`config.mk`:
```
export PLATFORM = sky130hd
export DESIGN_NAME = pfe_queue
export DESIGN_NICKNAME = d
export VERILOG_FILES = /design/src/sv/pfe_pkg.sv /design/src/sv/pfe_queue.sv
export SDC_FILE = /design/constraint.sdc
export NUM_CORES = 1
export LEC_CHECK = 0
export BUFFER_PORTS_ARGS = -buffer_cell sky130_fd_sc_hd__clkbuf_2
export CORE_ASPECT_RATIO = 2
export CORE_MARGIN = 1.5
export CORE_UTILIZATION = 41
export DETAILED_ROUTE_END_ITERATION = 10
export REMOVE_ABC_BUFFERS = 1
export SYNTH_ARGS = -nofsm -noshare
export SYNTH_HDL_FRONTEND = slang
export SYNTH_SLANG_ARGS = --single-unit
```
`constraint.sdc`:
```
create_clock -name clk -period 2.65 [get_ports clk]
set_input_delay 0.53 -clock clk [delete_from_list [all_inputs] [get_ports clk]]
set_output_delay 0.53 -clock clk [all_outputs]
set_load 0.005 [all_outputs]
```
`src/sv/pfe_pkg.sv`:
```
// ============================================================================
// pfe_pkg: shared types and constants of the postfix expression evaluator
// Holds the command record passed from the front to the back, the operation
// codes, the status codes and the character codes that the front decodes.
// ============================================================================
`default_nettype none

package pfe_pkg;

  // data path width of stack values
  localparam int DATA_W = 32;

  // command queue between front and back
  localparam int QUEUE_DEPTH = 4;
  localparam int QPTR_W      = 2;

  // character codes
  localparam logic [7:0] CH_0     = 8'h30;
  localparam logic [7:0] CH_9     = 8'h39;
  localparam logic [7:0] CH_PLUS  = 8'h2B;
  localparam logic [7:0] CH_MINUS = 8'h2D;
  localparam logic [7:0] CH_STAR  = 8'h2A;
  localparam logic [7:0] CH_SLASH = 8'h2F;

  // decoded operation
  typedef enum logic [2:0] {
    OP_NONE  = 3'd0,
    OP_DIGIT = 3'd1,
    OP_ADD   = 3'd2,
    OP_SUB   = 3'd3,
    OP_MUL   = 3'd4,
    OP_DIV   = 3'd5
  } op_t;

  // result status
  typedef enum logic [1:0] {
    ST_OK        = 2'd0,
    ST_UNDERFLOW = 2'd1,
    ST_DIVZERO   = 2'd2,
    ST_OVERFLOW  = 2'd3
  } status_t;

  // one command in the queue
  typedef struct packed {
    op_t        op;
    logic [3:0] digit;
    logic       last;
  } cmd_t;

endpackage

`default_nettype wire

```
`src/sv/pfe_queue.sv`:
```
// ============================================================================
// pfe_queue: command queue
// Small first-in first-out buffer that decouples the decoder from the
// stack engine so that each side can stall on its own.
// ============================================================================
`default_nettype none

module pfe_queue (
  input  wire logic          clk,
  input  wire logic          rst,
  input  wire logic          wr_en,
  input  wire pfe_pkg::cmd_t wr_cmd,
  output logic               q_full,
  input  wire logic          rd_en,
  output pfe_pkg::cmd_t      rd_cmd,
  output logic               q_empty
);

  pfe_pkg::cmd_t                store [pfe_pkg::QUEUE_DEPTH];
  logic [pfe_pkg::QPTR_W-1:0]   wr_ptr;
  logic [pfe_pkg::QPTR_W-1:0]   rd_ptr;
  logic [pfe_pkg::QPTR_W:0]     fill;
  logic                         do_wr;
  logic                         do_rd;

  assign q_full  = (fill == (pfe_pkg::QPTR_W+1)'(pfe_pkg::QUEUE_DEPTH));
  assign q_empty = (fill == '0);
  assign do_wr   = wr_en && !q_full;
  assign do_rd   = rd_en && !q_empty;
  assign rd_cmd  = store[rd_ptr];

  // pointers and fill level
  always_ff @(posedge clk) begin
    if (rst) begin
      wr_ptr <= '0;
      rd_ptr <= '0;
      fill   <= '0;
    end else begin
      if (do_wr) begin
        wr_ptr <= wr_ptr + 1'b1;
      end
      if (do_rd) begin
        rd_ptr <= rd_ptr + 1'b1;
      end
      unique case ({do_wr, do_rd})
        2'b10:   fill <= fill + 1'b1;
        2'b01:   fill <= fill - 1'b1;
        default: fill <= fill;
      endcase
    end
  end

  // entry storage
  always_ff @(posedge clk) begin
    if (do_wr) begin
      store[wr_ptr] <= wr_cmd;
    end
  end

endmodule

`default_nettype wire

```
==> impl_metrics.toml <==
[run_status]
status = "complete, no violations"

[detailed_routing]
wl_per_cell_microns = 14.7
via_per_inst = 4.84
drtIter0Drc = 10
drtAntennaViolNets = 0
firstDrtPassIters = 4
vias = 838
totalWireLength_mm = 2.54
drcViolationCount = 0

[global_route]
grtUsageTotal = 0.143
grt_max_degree = 13
grt_pass1_vias = 920
antenna_found_initial = 0
gr-total-overflow = 0
grt_pass1_wl_mm = 4.04

[placement]
place_hpwl_mm = 1.85
gp_congestion = 0.711
dp_slack_ps = 411
portBuffers = 21

[timing]
clock_skew_ps = 2.46
slew_violations = 0
finalSetupViolCount = 0
whs_ps = 452
timing.fmax_mhz = 446
relSlewSlack = 0.626
fin_crit_sh = 0.845
finalWorstSetupSlack_ps = 410
setup-tns-final_ps = 0
finalCriticalPeriod_ps = 2240
hold_violations = 0
rsz0062_at_grt = "false"
worstMarginPinSlew_ps = 560

[logic_synthesis]
seq_area_frac_synth = 0.698
post-synth-top-count-cell = "edfxtp_1"
synth_cell_types = 20
synth_top_area_frac = 0.588
syn_area_sq_mm = 0.00164
synth_top_cells_by_count = "edfxtp_1 (32), dfxtp_1 (9), inv_1 (8), mux4_2 (8), nor2_1 (6)"
synth_edf_count = 32
yosys_warnings = 0
async_flop_share = 0
synth_area_leader_cell = "edfxtp_1"
syn_avg_cell_area_sq_um = 17.0
yosys_most_used_dff = "edfxtp_1"
synth.area.top_cells = "edfxtp_1 (59%), dfxtp_1 (11%), mux4_2 (11%)"
postSynthCellCount = 96
synth-seq-cells = 41

[setup_path]
required_ps = 2880
worstSetupPathType = "flip-flop to flip-flop"
critPathMaxStageDelay_ps = 410
crit_chain = "nor3b_2, nor2_1, inv_1, ha_1, inv_1, fa_1, xor2_1, or3_1, a21oi_1"
critPathArrivalTime_ps = 2470
start_kind = "flip-flop"
cp_slowest_cell = "dfxtp_1"
crit_path_end_kind = "flip-flop"
cp_max_fo = 6
crit_top_cell = "inv_1"

[floorplan]
dieWidth_microns = 47.7
coreArea_sq_mm = 0.00384
dieArea_sq_mm = 0.00440
fp-row-count = 32
ios = 22
dieHeight_microns = 92.3
start_util = 0.425

[job]
cap_violations = 0

[power]
power_frac_clock = 0.235
seqPwrFrac = 0.533
p_switching_uw = 453
swShare = 0.279
powerDensity_mw_per_mm2 = 865
p_int_mw = 1.17
total_power_mw = 1.62
combPwrFrac = 0.231
power_leakage_nw = 0.679
vdd_drop_max_uv = 508

[clock_tree]
tritoncts = "built"
cts_buffer_depth = 2
htreeDepth = 2
cts_setup_buffers = 0
clk_pin_slew_ps = 70
cts-buffers-inserted = 5
insertion_delay_ps = 290
ctsResizeCount = 0
cts_sinks = 41
root_buffer = "clkbuf_8"
holdBufCountCts = 0

[finish]
regArea_sq_mm = 0.00114
multi_input_area_sq_um = 452
fill_cells = 367
drive_gt1_frac = 0.320
diodes = 0
num-nets-final = 139
area_growth_syn_to_layout_pct = 14.6

[hold_path]
hp-class = "primary input to flip-flop"
-- logic make-up after synthesis --
logic type / Yosys count / share of synthesized area
flops: 41 / 0.698
simple gates: 18 / 0.0643
buf+inv: 11 / 0.0260
mux: 9 / 0.116
compound gates: 8 / 0.0291
fa+ha+maj: 6 / 0.0505
xor+xnor: 3 / 0.0161
-- layer usage --
metal | up-vias | GRT usage | wire [microns]
met3 | 7 | 0.0429 | 107
met4 | 0 | 0.101 | 96
met5 | - | 0 | 0
li1 | 403 | - | -
met1 | 405 | 0.123 | 857
met2 | 23 | 0.248 | 1480
-- cell type report --
cell class / count / share of cell area
Sequential cell: 41 / 0.609
Multi-Input combinational cell: 44 / 0.241
Timing Repair Buffer: 21 / 0.0561
Clock buffer: 6 / 0.0387
Tap cell: 51 / 0.0340
Inverter: 8 / 0.0160
Clock inverter: 2 / 0.00534
-- path summary, 6_finish.rpt --
| path | from | end | slack [ps] | depth (start not counted) |
|---|---|---|---|---|
| worst max-delay path | fill[2] | fill[2] | 410 | 9 |
| worst min-delay path | wr_cmd[7] | store[1][7] | 450 | 1 |
| worst max register to register | fill[2] | fill[2] | 410 | 9 |
| worst min register to register | rd_ptr[1] | flip-flop | 510 | 2 |
-- state kept, by name, summed over array words and instances, names as in the netlist, named ones only --
name	flops
fill	3
rd_ptr	2
store	32
wr_ptr	2
-- worst max-delay path, delay by kind of cell (launching register included) --
| family | cells | cell delay (ps) |
|---|---|---|
| and+or+nand+nor | 3 | 740 |
| adders and majority gates | 2 | 560 |
| xor gates and xnor gates | 1 | 160 |
| buffers and inverters | 2 | 140 |
| AOI/OAI and AO/OA | 1 | 140 |
| DFF | 1 | 410 |
-- metrics by stage --
step / instance area [sq um] / utilization / cells
after floorplan: 1620 / - / 93
after global placement: 1790 / 0.466 / 165
after detailed placement: 1790 / 0.466 / 165
after CTS: 1870 / 0.488 / 173
after global routing: 1870 / 0.488 / 173
final: 1870 / 0.488 / 173
-- power groups by stage --
stage | Clock (mW) | Combinational, mW | Sequential [mW]
5_1_grt | 0.417 | 0.422 | 0.879
3_3_place_gp | 0 | 0.367 | 0.876
4_1_cts | 0.393 | 0.383 | 0.870
6_report | 0.382 | 0.375 | 0.865
2_1_floorplan | 0 | 0.257 | 0.856
3_5_place_dp | 0 | 0.382 | 0.885
-- cell usage in the layout (no fill, tap or decap) --
| cell | count |
|---|---|
| clkbuf_8 | 5 |
| fa_1 | 1 |
| o21ai_0 | 3 |
| or3_1 | 3 |
| nand2_1 | 1 |
| o31ai_2 | 1 |
| clkbuf_2 | 21 |
| dfxtp_1 | 9 |
| nor3b_2 | 1 |
| edfxtp_1 | 32 |
| nor2_1 | 6 |
| inv_1 | 8 |
| xor2_1 | 3 |
| a21oi_1 | 4 |
| clkbuf_1 | 1 |
| nand2b_1 | 2 |
| mux2i_1 | 1 |
| nor3_2 | 1 |
| clkinv_2 | 2 |
| and2_1 | 4 |
| mux4_2 | 8 |
| ha_1 | 5 |
Note: power is estimated with default switching activity, not from simulation.
