==> src/sv/pfe_pkg.sv <==
// ============================================================================
// pfe_pkg: shared types and constants of the postfix expression evaluator
// Holds the command record passed from the front to the back, the operation
// codes, the status codes and the character codes that the front decodes.
// ============================================================================
`default_nettype none

package pfe_pkg;

  // data path width of stack values
  localparam int DATA_W = 32;

  // command queue between front and back
  localparam int QUEUE_DEPTH = 4;
  localparam int QPTR_W      = 2;

  // character codes
  localparam logic [7:0] CH_0     = 8'h30;
  localparam logic [7:0] CH_9     = 8'h39;
  localparam logic [7:0] CH_PLUS  = 8'h2B;
  localparam logic [7:0] CH_MINUS = 8'h2D;
  localparam logic [7:0] CH_STAR  = 8'h2A;
  localparam logic [7:0] CH_SLASH = 8'h2F;

  // decoded operation
  typedef enum logic [2:0] {
    OP_NONE  = 3'd0,
    OP_DIGIT = 3'd1,
    OP_ADD   = 3'd2,
    OP_SUB   = 3'd3,
    OP_MUL   = 3'd4,
    OP_DIV   = 3'd5
  } op_t;

  // result status
  typedef enum logic [1:0] {
    ST_OK        = 2'd0,
    ST_UNDERFLOW = 2'd1,
    ST_DIVZERO   = 2'd2,
    ST_OVERFLOW  = 2'd3
  } status_t;

  // one command in the queue
  typedef struct packed {
    op_t        op;
    logic [3:0] digit;
    logic       last;
  } cmd_t;

endpackage

`default_nettype wire

==> src/sv/pfe_front.sv <==
// ============================================================================
// pfe_front: character decoder
// Accepts one character per request, classifies it as digit, operator or
// ignored, and forwards the commands that matter to the command queue.
// ============================================================================
`default_nettype none

module pfe_front (
  input  wire logic          clk,
  input  wire logic          rst,
  input  wire logic [7:0]    char_code,
  input  wire logic          is_last,
  input  wire logic          push,
  output logic               full,
  output logic               q_push,
  output pfe_pkg::cmd_t      q_cmd,
  input  wire logic          q_full
);

  pfe_pkg::cmd_t cmd_c;
  pfe_pkg::cmd_t hold_cmd;
  logic          hold_valid;
  logic          keep;
  logic          accept;
  logic          move;

  // classify the incoming character
  always_comb begin
    cmd_c.op    = pfe_pkg::OP_NONE;
    cmd_c.digit = 4'd0;
    cmd_c.last  = is_last;
    priority if (char_code >= pfe_pkg::CH_0 && char_code <= pfe_pkg::CH_9) begin
      cmd_c.op    = pfe_pkg::OP_DIGIT;
      cmd_c.digit = 4'(char_code - pfe_pkg::CH_0);
    end else if (char_code == pfe_pkg::CH_PLUS) begin
      cmd_c.op = pfe_pkg::OP_ADD;
    end else if (char_code == pfe_pkg::CH_MINUS) begin
      cmd_c.op = pfe_pkg::OP_SUB;
    end else if (char_code == pfe_pkg::CH_STAR) begin
      cmd_c.op = pfe_pkg::OP_MUL;
    end else if (char_code == pfe_pkg::CH_SLASH) begin
      cmd_c.op = pfe_pkg::OP_DIV;
    end else begin
      cmd_c.op = pfe_pkg::OP_NONE;
    end
  end

  // ignored characters are dropped unless they close the expression
  assign keep   = (cmd_c.op != pfe_pkg::OP_NONE) || is_last;
  assign move   = hold_valid && !q_full;
  assign full   = hold_valid && q_full;
  assign accept = push && !full;
  assign q_push = move;
  assign q_cmd  = hold_cmd;

  // holding register in front of the queue
  always_ff @(posedge clk) begin
    if (rst) begin
      hold_valid <= 1'b0;
    end else if (accept) begin
      hold_valid <= keep;
    end else if (move) begin
      hold_valid <= 1'b0;
    end
  end

  always_ff @(posedge clk) begin
    if (accept && keep) begin
      hold_cmd <= cmd_c;
    end
  end

endmodule

`default_nettype wire

==> config.mk <==
export PLATFORM = sky130hd
export DESIGN_NAME = pfe_front
export DESIGN_NICKNAME = d
export VERILOG_FILES = /design/src/sv/pfe_pkg.sv /design/src/sv/pfe_front.sv
export SDC_FILE = /design/constraint.sdc
export NUM_CORES = 1
export LEC_CHECK = 0
export BUFFER_PORTS_ARGS = -buffer_cell sky130_fd_sc_hd__buf_4
export CAP_MARGIN = 20
export CORE_MARGIN = 4
export CORE_UTILIZATION = 30
export DETAILED_ROUTE_END_ITERATION = 6
export MAX_ROUTING_LAYER = met4
export PLACE_DENSITY = 0.58
export SETUP_SLACK_MARGIN = 0.15
export SYNTH_ARGS = -nofsm -noshare
export SYNTH_HDL_FRONTEND = slang
export SYNTH_SLANG_ARGS = --single-unit
==> constraint.sdc <==
create_clock -name clk -period 3.6 [get_ports clk]
set_clock_uncertainty 0.15 [all_clocks]
set_input_delay 0.36 -clock clk [delete_from_list [all_inputs] [get_ports clk]]
set_output_delay 0.36 -clock clk [all_outputs]
set_load 0.03 [all_outputs]
==> results.sh, run 1 <==
export IMPL_cp_max_fo=8
export IMPL_cts_tree="built"
export IMPL_coreArea_um2=1330
export IMPL_rows=13
export IMPL_drt_iter0_markers=6
export IMPL_p_sw_uw=55.1
export IMPL_synth_seq_cells=9
export IMPL_synthMuxAreaShare=0.0229
export IMPL_clk_path_buf_depth=2
export IMPL_slew_violations=0
export IMPL_mostFrequentLayoutCells="buf_4, edfxtp_1, and2_1, clkbuf_4, and3_1"
export IMPL_power_leakage_nw=0.287
export IMPL_pwr_share_seq=0.509
export IMPL_r2r_cells=2
export IMPL_slew_headroom=0.775
export IMPL_worst_r2r_startpoint="hold_valid$_SDFFE_PP0P_"
export IMPL_worstSetupPathType="input pin to flip-flop"
export IMPL_startpoint_type="input pin"
export IMPL_grt_pass1_vias=308
export IMPL_grt_max_degree=9
export IMPL_cts_buffers=3
export IMPL_io_buffer_count=22
export IMPL_synthSimpleGateAreaFrac=0.203
export IMPL_final_cell_count_no_fill=72
export IMPL_whs_path_depth=1
export IMPL_synth_top_family_by_area="simple AND/OR/NAND/NOR gates"
export IMPL_avgSynthCellArea_um2=13.2
export IMPL_hold_buffers=0
export IMPL_cts_setup_buffers=0
export IMPL_timing_final_hold_violations=0
export IMPL_syn_num_nets=46
export IMPL_min_period_ns=1.67
export IMPL_post_drt_wl_per_cell_um=10.8
export IMPL_ff2ff_setup_slack_ns=2.35
export IMPL_clockPowerShare=0.310
export IMPL_tightest_slew_ns=0.338
export IMPL_place_congestion=0.651
export IMPL_synthAdderAreaFrac=0
export IMPL_setup_violations_final=0
export IMPL_cp_arrival_ns=1.43
export IMPL_synth_xor_area_share=0.0401
export IMPL_status="complete, no violations"
export IMPL_synth_seq_area_share=0.596
export IMPL_timing_rr_end="q_cmd[5]$_DFFE_PP_"
export IMPL_p_comb_frac=0.181
export IMPL_hold_path_endpoint="q_cmd[0]$_DFFE_PP_"
export IMPL_power_density_nw_per_um2=376
export IMPL_grt_usage=0.0865
export IMPL_cp_end_kind="flip-flop"
export IMPL_final_common_cell="buf_4"
export IMPL_vias_per_cell=4.54
export IMPL_holdCritPathClass="input pin to flip-flop"
export IMPL_die_y_um=46.2
export IMPL_syn_area_um2=437
export IMPL_p_int_uw=182
export IMPL_grt_pass1_wl_um=1210
export IMPL_final_util=0.473
export IMPL_vias=327
export IMPL_initial_core_util=0.327
export IMPL_die_area_um2=2130
export IMPL_fmax_ghz=0.600
export IMPL_cts_resized=0
export IMPL_diodes=0
export IMPL_dp_slack_ns=1.69
export IMPL_grt_overflow=0
export IMPL_rsz0062_at_grt="false"
export IMPL_cp_required_ns=3.37
export IMPL_setup_ws_ns=1.93
export IMPL_cap_violations=0
export IMPL_synth_compound_area_frac=0.0917
export IMPL_drt_drc_violations_left=0
export IMPL_insertion_delay_ns=0.25
export IMPL_die_w_um=46.2
export IMPL_htree_levels=1
export IMPL_yosysUniqueCellTypes=23
export IMPL_drive_gt1_frac=0.491
export IMPL_area_delta_synth_final_pct=44.4
export IMPL_wirelength_um=774
export IMPL_fin_nets=71
export IMPL_cts_root_buf="clkbuf_4"
export IMPL_place_inst=68
export IMPL_hp_start="is_last"
export IMPL_setup_tns_ns=0
export IMPL_total_power_uw=237
export IMPL_antenna_found_initial=0
export IMPL_period_share=0.463
export IMPL_synthCells=33
export IMPL_clk_pin_slew_ns=0.06
export IMPL_switching_share=0.232
export IMPL_clock_sinks=9
export IMPL_ir_drop_mv=0.108
export IMPL_yosys_warnings=0
export IMPL_antenna_left=0
export IMPL_dr_pass1_iters=4
export IMPL_ios=23
[per-layer routing]
metal  GRT usage  share of wire  vias to the layer above
li1            -              -                      170
met1      0.0909           0.41                      138
met2       0.124           0.43                       17
met3     0.00391           0.12                        2
met4       0.119          0.035                        0
met5           -              0                        -
[power groups by stage]
stage	combinational [mW]	sequential, mW	clock, mW
4_1_cts	0.0435	0.121	0.0757
6_report	0.0430	0.121	0.0734
5_1_grt	0.0460	0.121	0.0814
3_3_place_gp	0.0434	0.123	0
3_5_place_dp	0.0434	0.123	0
2_1_floorplan	0.0127	0.133	0
[worst max-delay path, stage by stage]
cell and delay [ns]:
buf_4 0.11, nor3b_1 0.30, and3_2 0.30, o311a_1 0.37
[state kept, by name (all words and copies together) (netlist names)]
register,cells
q_cmd,8
hold_valid,1
[per-stage QoR]
stage | hold slack [ns] | cell area, µm²
after CTS | 0.147 | 631
after floorplan | 0.309 | 437
after global placement | 0.412 | 604
after detailed placement | 0.410 | 604
after global routing | 0.153 | 631
final | 0.154 | 631
[cells in the mapped netlist]
cell	number	area [µm²]
edfxtp_1	8	240
and2_1	3	18.8
and3_1	2	12.5
a21oi_1	1	5.00
a31o_2	1	8.76
and2_2	1	7.51
and3_2	1	7.51
and3b_1	1	8.76
and4bb_1	1	12.5
buf_2	1	5.00
buf_6	1	11.3
dfxtp_1	1	20.0
inv_1	1	3.75
mux2i_1	1	10.0
nand2_1	1	3.75
nor2_1	1	3.75
nor2b_1	1	6.26
nor3b_1	1	7.51
o21ai_0	1	5.00
o311a_1	1	10.0
o41a_1	1	11.3
xnor2_1	1	8.76
xor2_1	1	8.76
[cell families after synthesis]
| group | Yosys count |
|---|---|
| AND/OR/NAND/NOR | 13 |
| flip-flops | 9 |
| AO/OA/AOI/OAI | 5 |
| buffers and inverters | 3 |
| XOR/XNOR | 2 |
| multiplexers | 1 |
[worst max path at each step]
stage | start | endpoint | slack, ns | cells after the start
2_1_floorplan | char_code[2] | q_cmd[0]$_DFFE_PP_ | 1.91 | 4
3_3_place_gp | char_code[6] | q_cmd[6]$_DFFE_PP_ | 1.71 | 4
3_5_place_dp | char_code[6] | q_cmd[5]$_DFFE_PP_ | 1.69 | 4
4_1_cts | char_code[6] | q_cmd[5]$_DFFE_PP_ | 1.95 | 4
5_1_grt | char_code[6] | q_cmd[3]$_SDFFCE_PN0P_ | 1.81 | 4
6_report | char_code[6] | q_cmd[5]$_DFFE_PP_ | 1.93 | 4
[area by class of cell]
cell class / count / area (µm²)
fill: 130 / 703
sequential: 9 / 260
timing repair buffer: 22 / 165
multi-input combinational: 21 / 156
clock buffer: 4 / 26.3
tap: 15 / 18.8
inverter: 1 / 3.75
(Power assumes the default switching activity.)
==> inputs of run 2 (changes only) <==
clock period = 1.7 ns   (was 3.6 ns; I/O delays follow)
==> results.sh, run 2 (synthesized netlist as in run 1, its figures left out) <==
export IMPL_status="complete, no violations"
export IMPL_total_power_uw=506
export IMPL_top_usage_layer="met2"
export IMPL_crit_buf_inv=3
export IMPL_diodes=0
export IMPL_nFillCells=139
export IMPL_setup_violations_final=0
export IMPL_cts_setup_buffers=0
export IMPL_fin_nets=73
export IMPL_cts_buffers=3
export IMPL_die_y_um=46.2
export IMPL_die_w_um=46.2
export IMPL_htree_levels=1
export IMPL_timing_final_hold_violations=0
export IMPL_clk_pin_slew_ns=0.06
export IMPL_crit_top_cell="buf_4"
export IMPL_grtUsageMet2=0.126
export IMPL_grt_max_degree=9
export IMPL_insertion_delay_ns=0.25
export IMPL_cp_end_kind="flip-flop"
export IMPL_coreArea_um2=1330
export IMPL_startpoint_type="input pin"
export IMPL_slew_violations=0
export IMPL_hp_start="rst"
export IMPL_worst_path_stages=4
export IMPL_place_congestion=0.669
export IMPL_ff2ff_setup_slack_ns=0.55
export IMPL_cap_violations=0
export IMPL_rsz0062_at_grt="false"
export IMPL_grt_pass1_vias=331
export IMPL_holdCritPathClass="input pin to flip-flop"
export IMPL_min_period_ns=1.49
export IMPL_slew_headroom=0.809
export IMPL_grt_usage=0.0888
export IMPL_grt_pass1_wl_um=1280
export IMPL_met1_usage=0.102
export IMPL_drt_iter0_markers=2
export IMPL_worst_r2r_startpoint="hold_valid$_SDFFE_PP0P_"
export IMPL_clock_sinks=9
export IMPL_worstSetupPathType="input pin to flip-flop"
export IMPL_setup_tns_ns=0
export IMPL_wirelength_um=774
export IMPL_crit_path_top_delay_cell="dlygate4sd3_1"
export IMPL_cp_cell_sequence="dlygate4sd3_1 -> buf_4 -> o311a_1 -> buf_4"
export IMPL_antenna_left=0
export IMPL_cp_required_ns=1.56
export IMPL_drt_drc_violations_left=0
export IMPL_final_common_cell="buf_4"
export IMPL_clk_path_buf_depth=2
export IMPL_power_leakage_nw=0.296
export IMPL_whs_path_depth=3
export IMPL_vias_per_cell=4.47
export IMPL_antenna_found_initial=0
export IMPL_grt_use_met3=0.00391
export IMPL_period_share=0.874
export IMPL_grt_overflow=0
export IMPL_tightest_slew_ns=0.286
export IMPL_cts_tree="built"
export IMPL_cp_max_fo=8
export IMPL_ir_drop_mv=0.259
export IMPL_regArea_um2=260
export IMPL_power_density_nw_per_um2=781
export IMPL_slowest_delay_ns=0.53
export IMPL_cts_root_buf="clkbuf_4"
export IMPL_cp_arrival_ns=1.35
export IMPL_mostFrequentLayoutCells="buf_4, edfxtp_1, and2_1, clkbuf_4, and3_1"
export IMPL_multiInputGateArea_um2=156
export IMPL_final_util=0.486
export IMPL_timing_rr_end="q_cmd[5]$_DFFE_PP_"
export IMPL_post_drt_wl_per_cell_um=10.5
export IMPL_initial_core_util=0.327
export IMPL_dr_pass1_iters=2
export IMPL_drive_gt1_frac=0.492
export IMPL_largest_reg_flops=8
export IMPL_io_buffer_count=22
export IMPL_rows=13
export IMPL_fmax_ghz=0.673
export IMPL_vias=331
export IMPL_crit_family="buffers and inverters"
export IMPL_area_delta_synth_final_pct=48.4
export IMPL_ios=23
export IMPL_die_area_um2=2130
export IMPL_hold_path_endpoint="hold_valid$_SDFFE_PP0P_"
export IMPL_r2r_cells=3
## run 2: cell count changes in the layout (fill, tap and decap cells not counted)
| cell | delta |
|---|---|
| buf_4 | +1 |
| dlygate4sd3_1 | +1 |
## run 2: worst max path at each step
stage	from	endpoint	slack [ns]
after detailed placement	char_code[6]	q_cmd[6]$_DFFE_PP_	0.08
after CTS	is_last	q_cmd[5]$_DFFE_PP_	0.23
after floorplan	char_code[2]	q_cmd[0]$_DFFE_PP_	0.20
final	is_last	q_cmd[5]$_DFFE_PP_	0.21
after global placement	char_code[6]	q_cmd[6]$_DFFE_PP_	0.07
after global routing	is_last	q_cmd[3]$_SDFFCE_PN0P_	0.17
## run 2: final cells by class
cell class	instances	share of cell area
well taps	15	0.0290
clock buffers	4	0.0405
multi-input cells	21	0.241
repair buffers	24	0.282
flip-flops and latches	9	0.402
inverters	1	0.00579
## run 2: repair_timing
action                    CTS  global route
hold endpoints to repair    1             0
gates resized for setup     0             0
hold buffers                1             0
## run 2: through the flow
stage / std cells / hold slack [ns] / setup WS [ns] / cell area, µm²
final: 74 / 0.0258 / 0.215 / 648
after global routing: 74 / 0.0413 / 0.174 / 648
after CTS: 74 / 0.0173 / 0.226 / 648
after detailed placement: 69 / 0.225 / 0.0828 / 612
after global placement: 69 / 0.223 / 0.0663 / 612
after floorplan: 33 / 0.119 / 0.198 / 437
## run 2: power by group
group / total (mW) / internal (mW) / leakage (nW) / switching (mW)
Clock: 0.156 / 0.0899 / 0.0150 / 0.0661
Combinational: 0.0947 / 0.0462 / 0.201 / 0.0485
Sequential: 0.256 / 0.253 / 0.0802 / 0.00305
## run 2: worst reg2reg max path, stage by stage (launching register included)
cell	delay (ns)
dfxtp_1	0.32
nand2_1	0.08
o311a_1	0.16
buf_4	0.16
## run 2: metal layers
layer  routed length [µm]  vias up
met5                    0        -
met4                   22        0
met3                   77        2
met2                  342       17
met1                  332      138
li1                     -      174
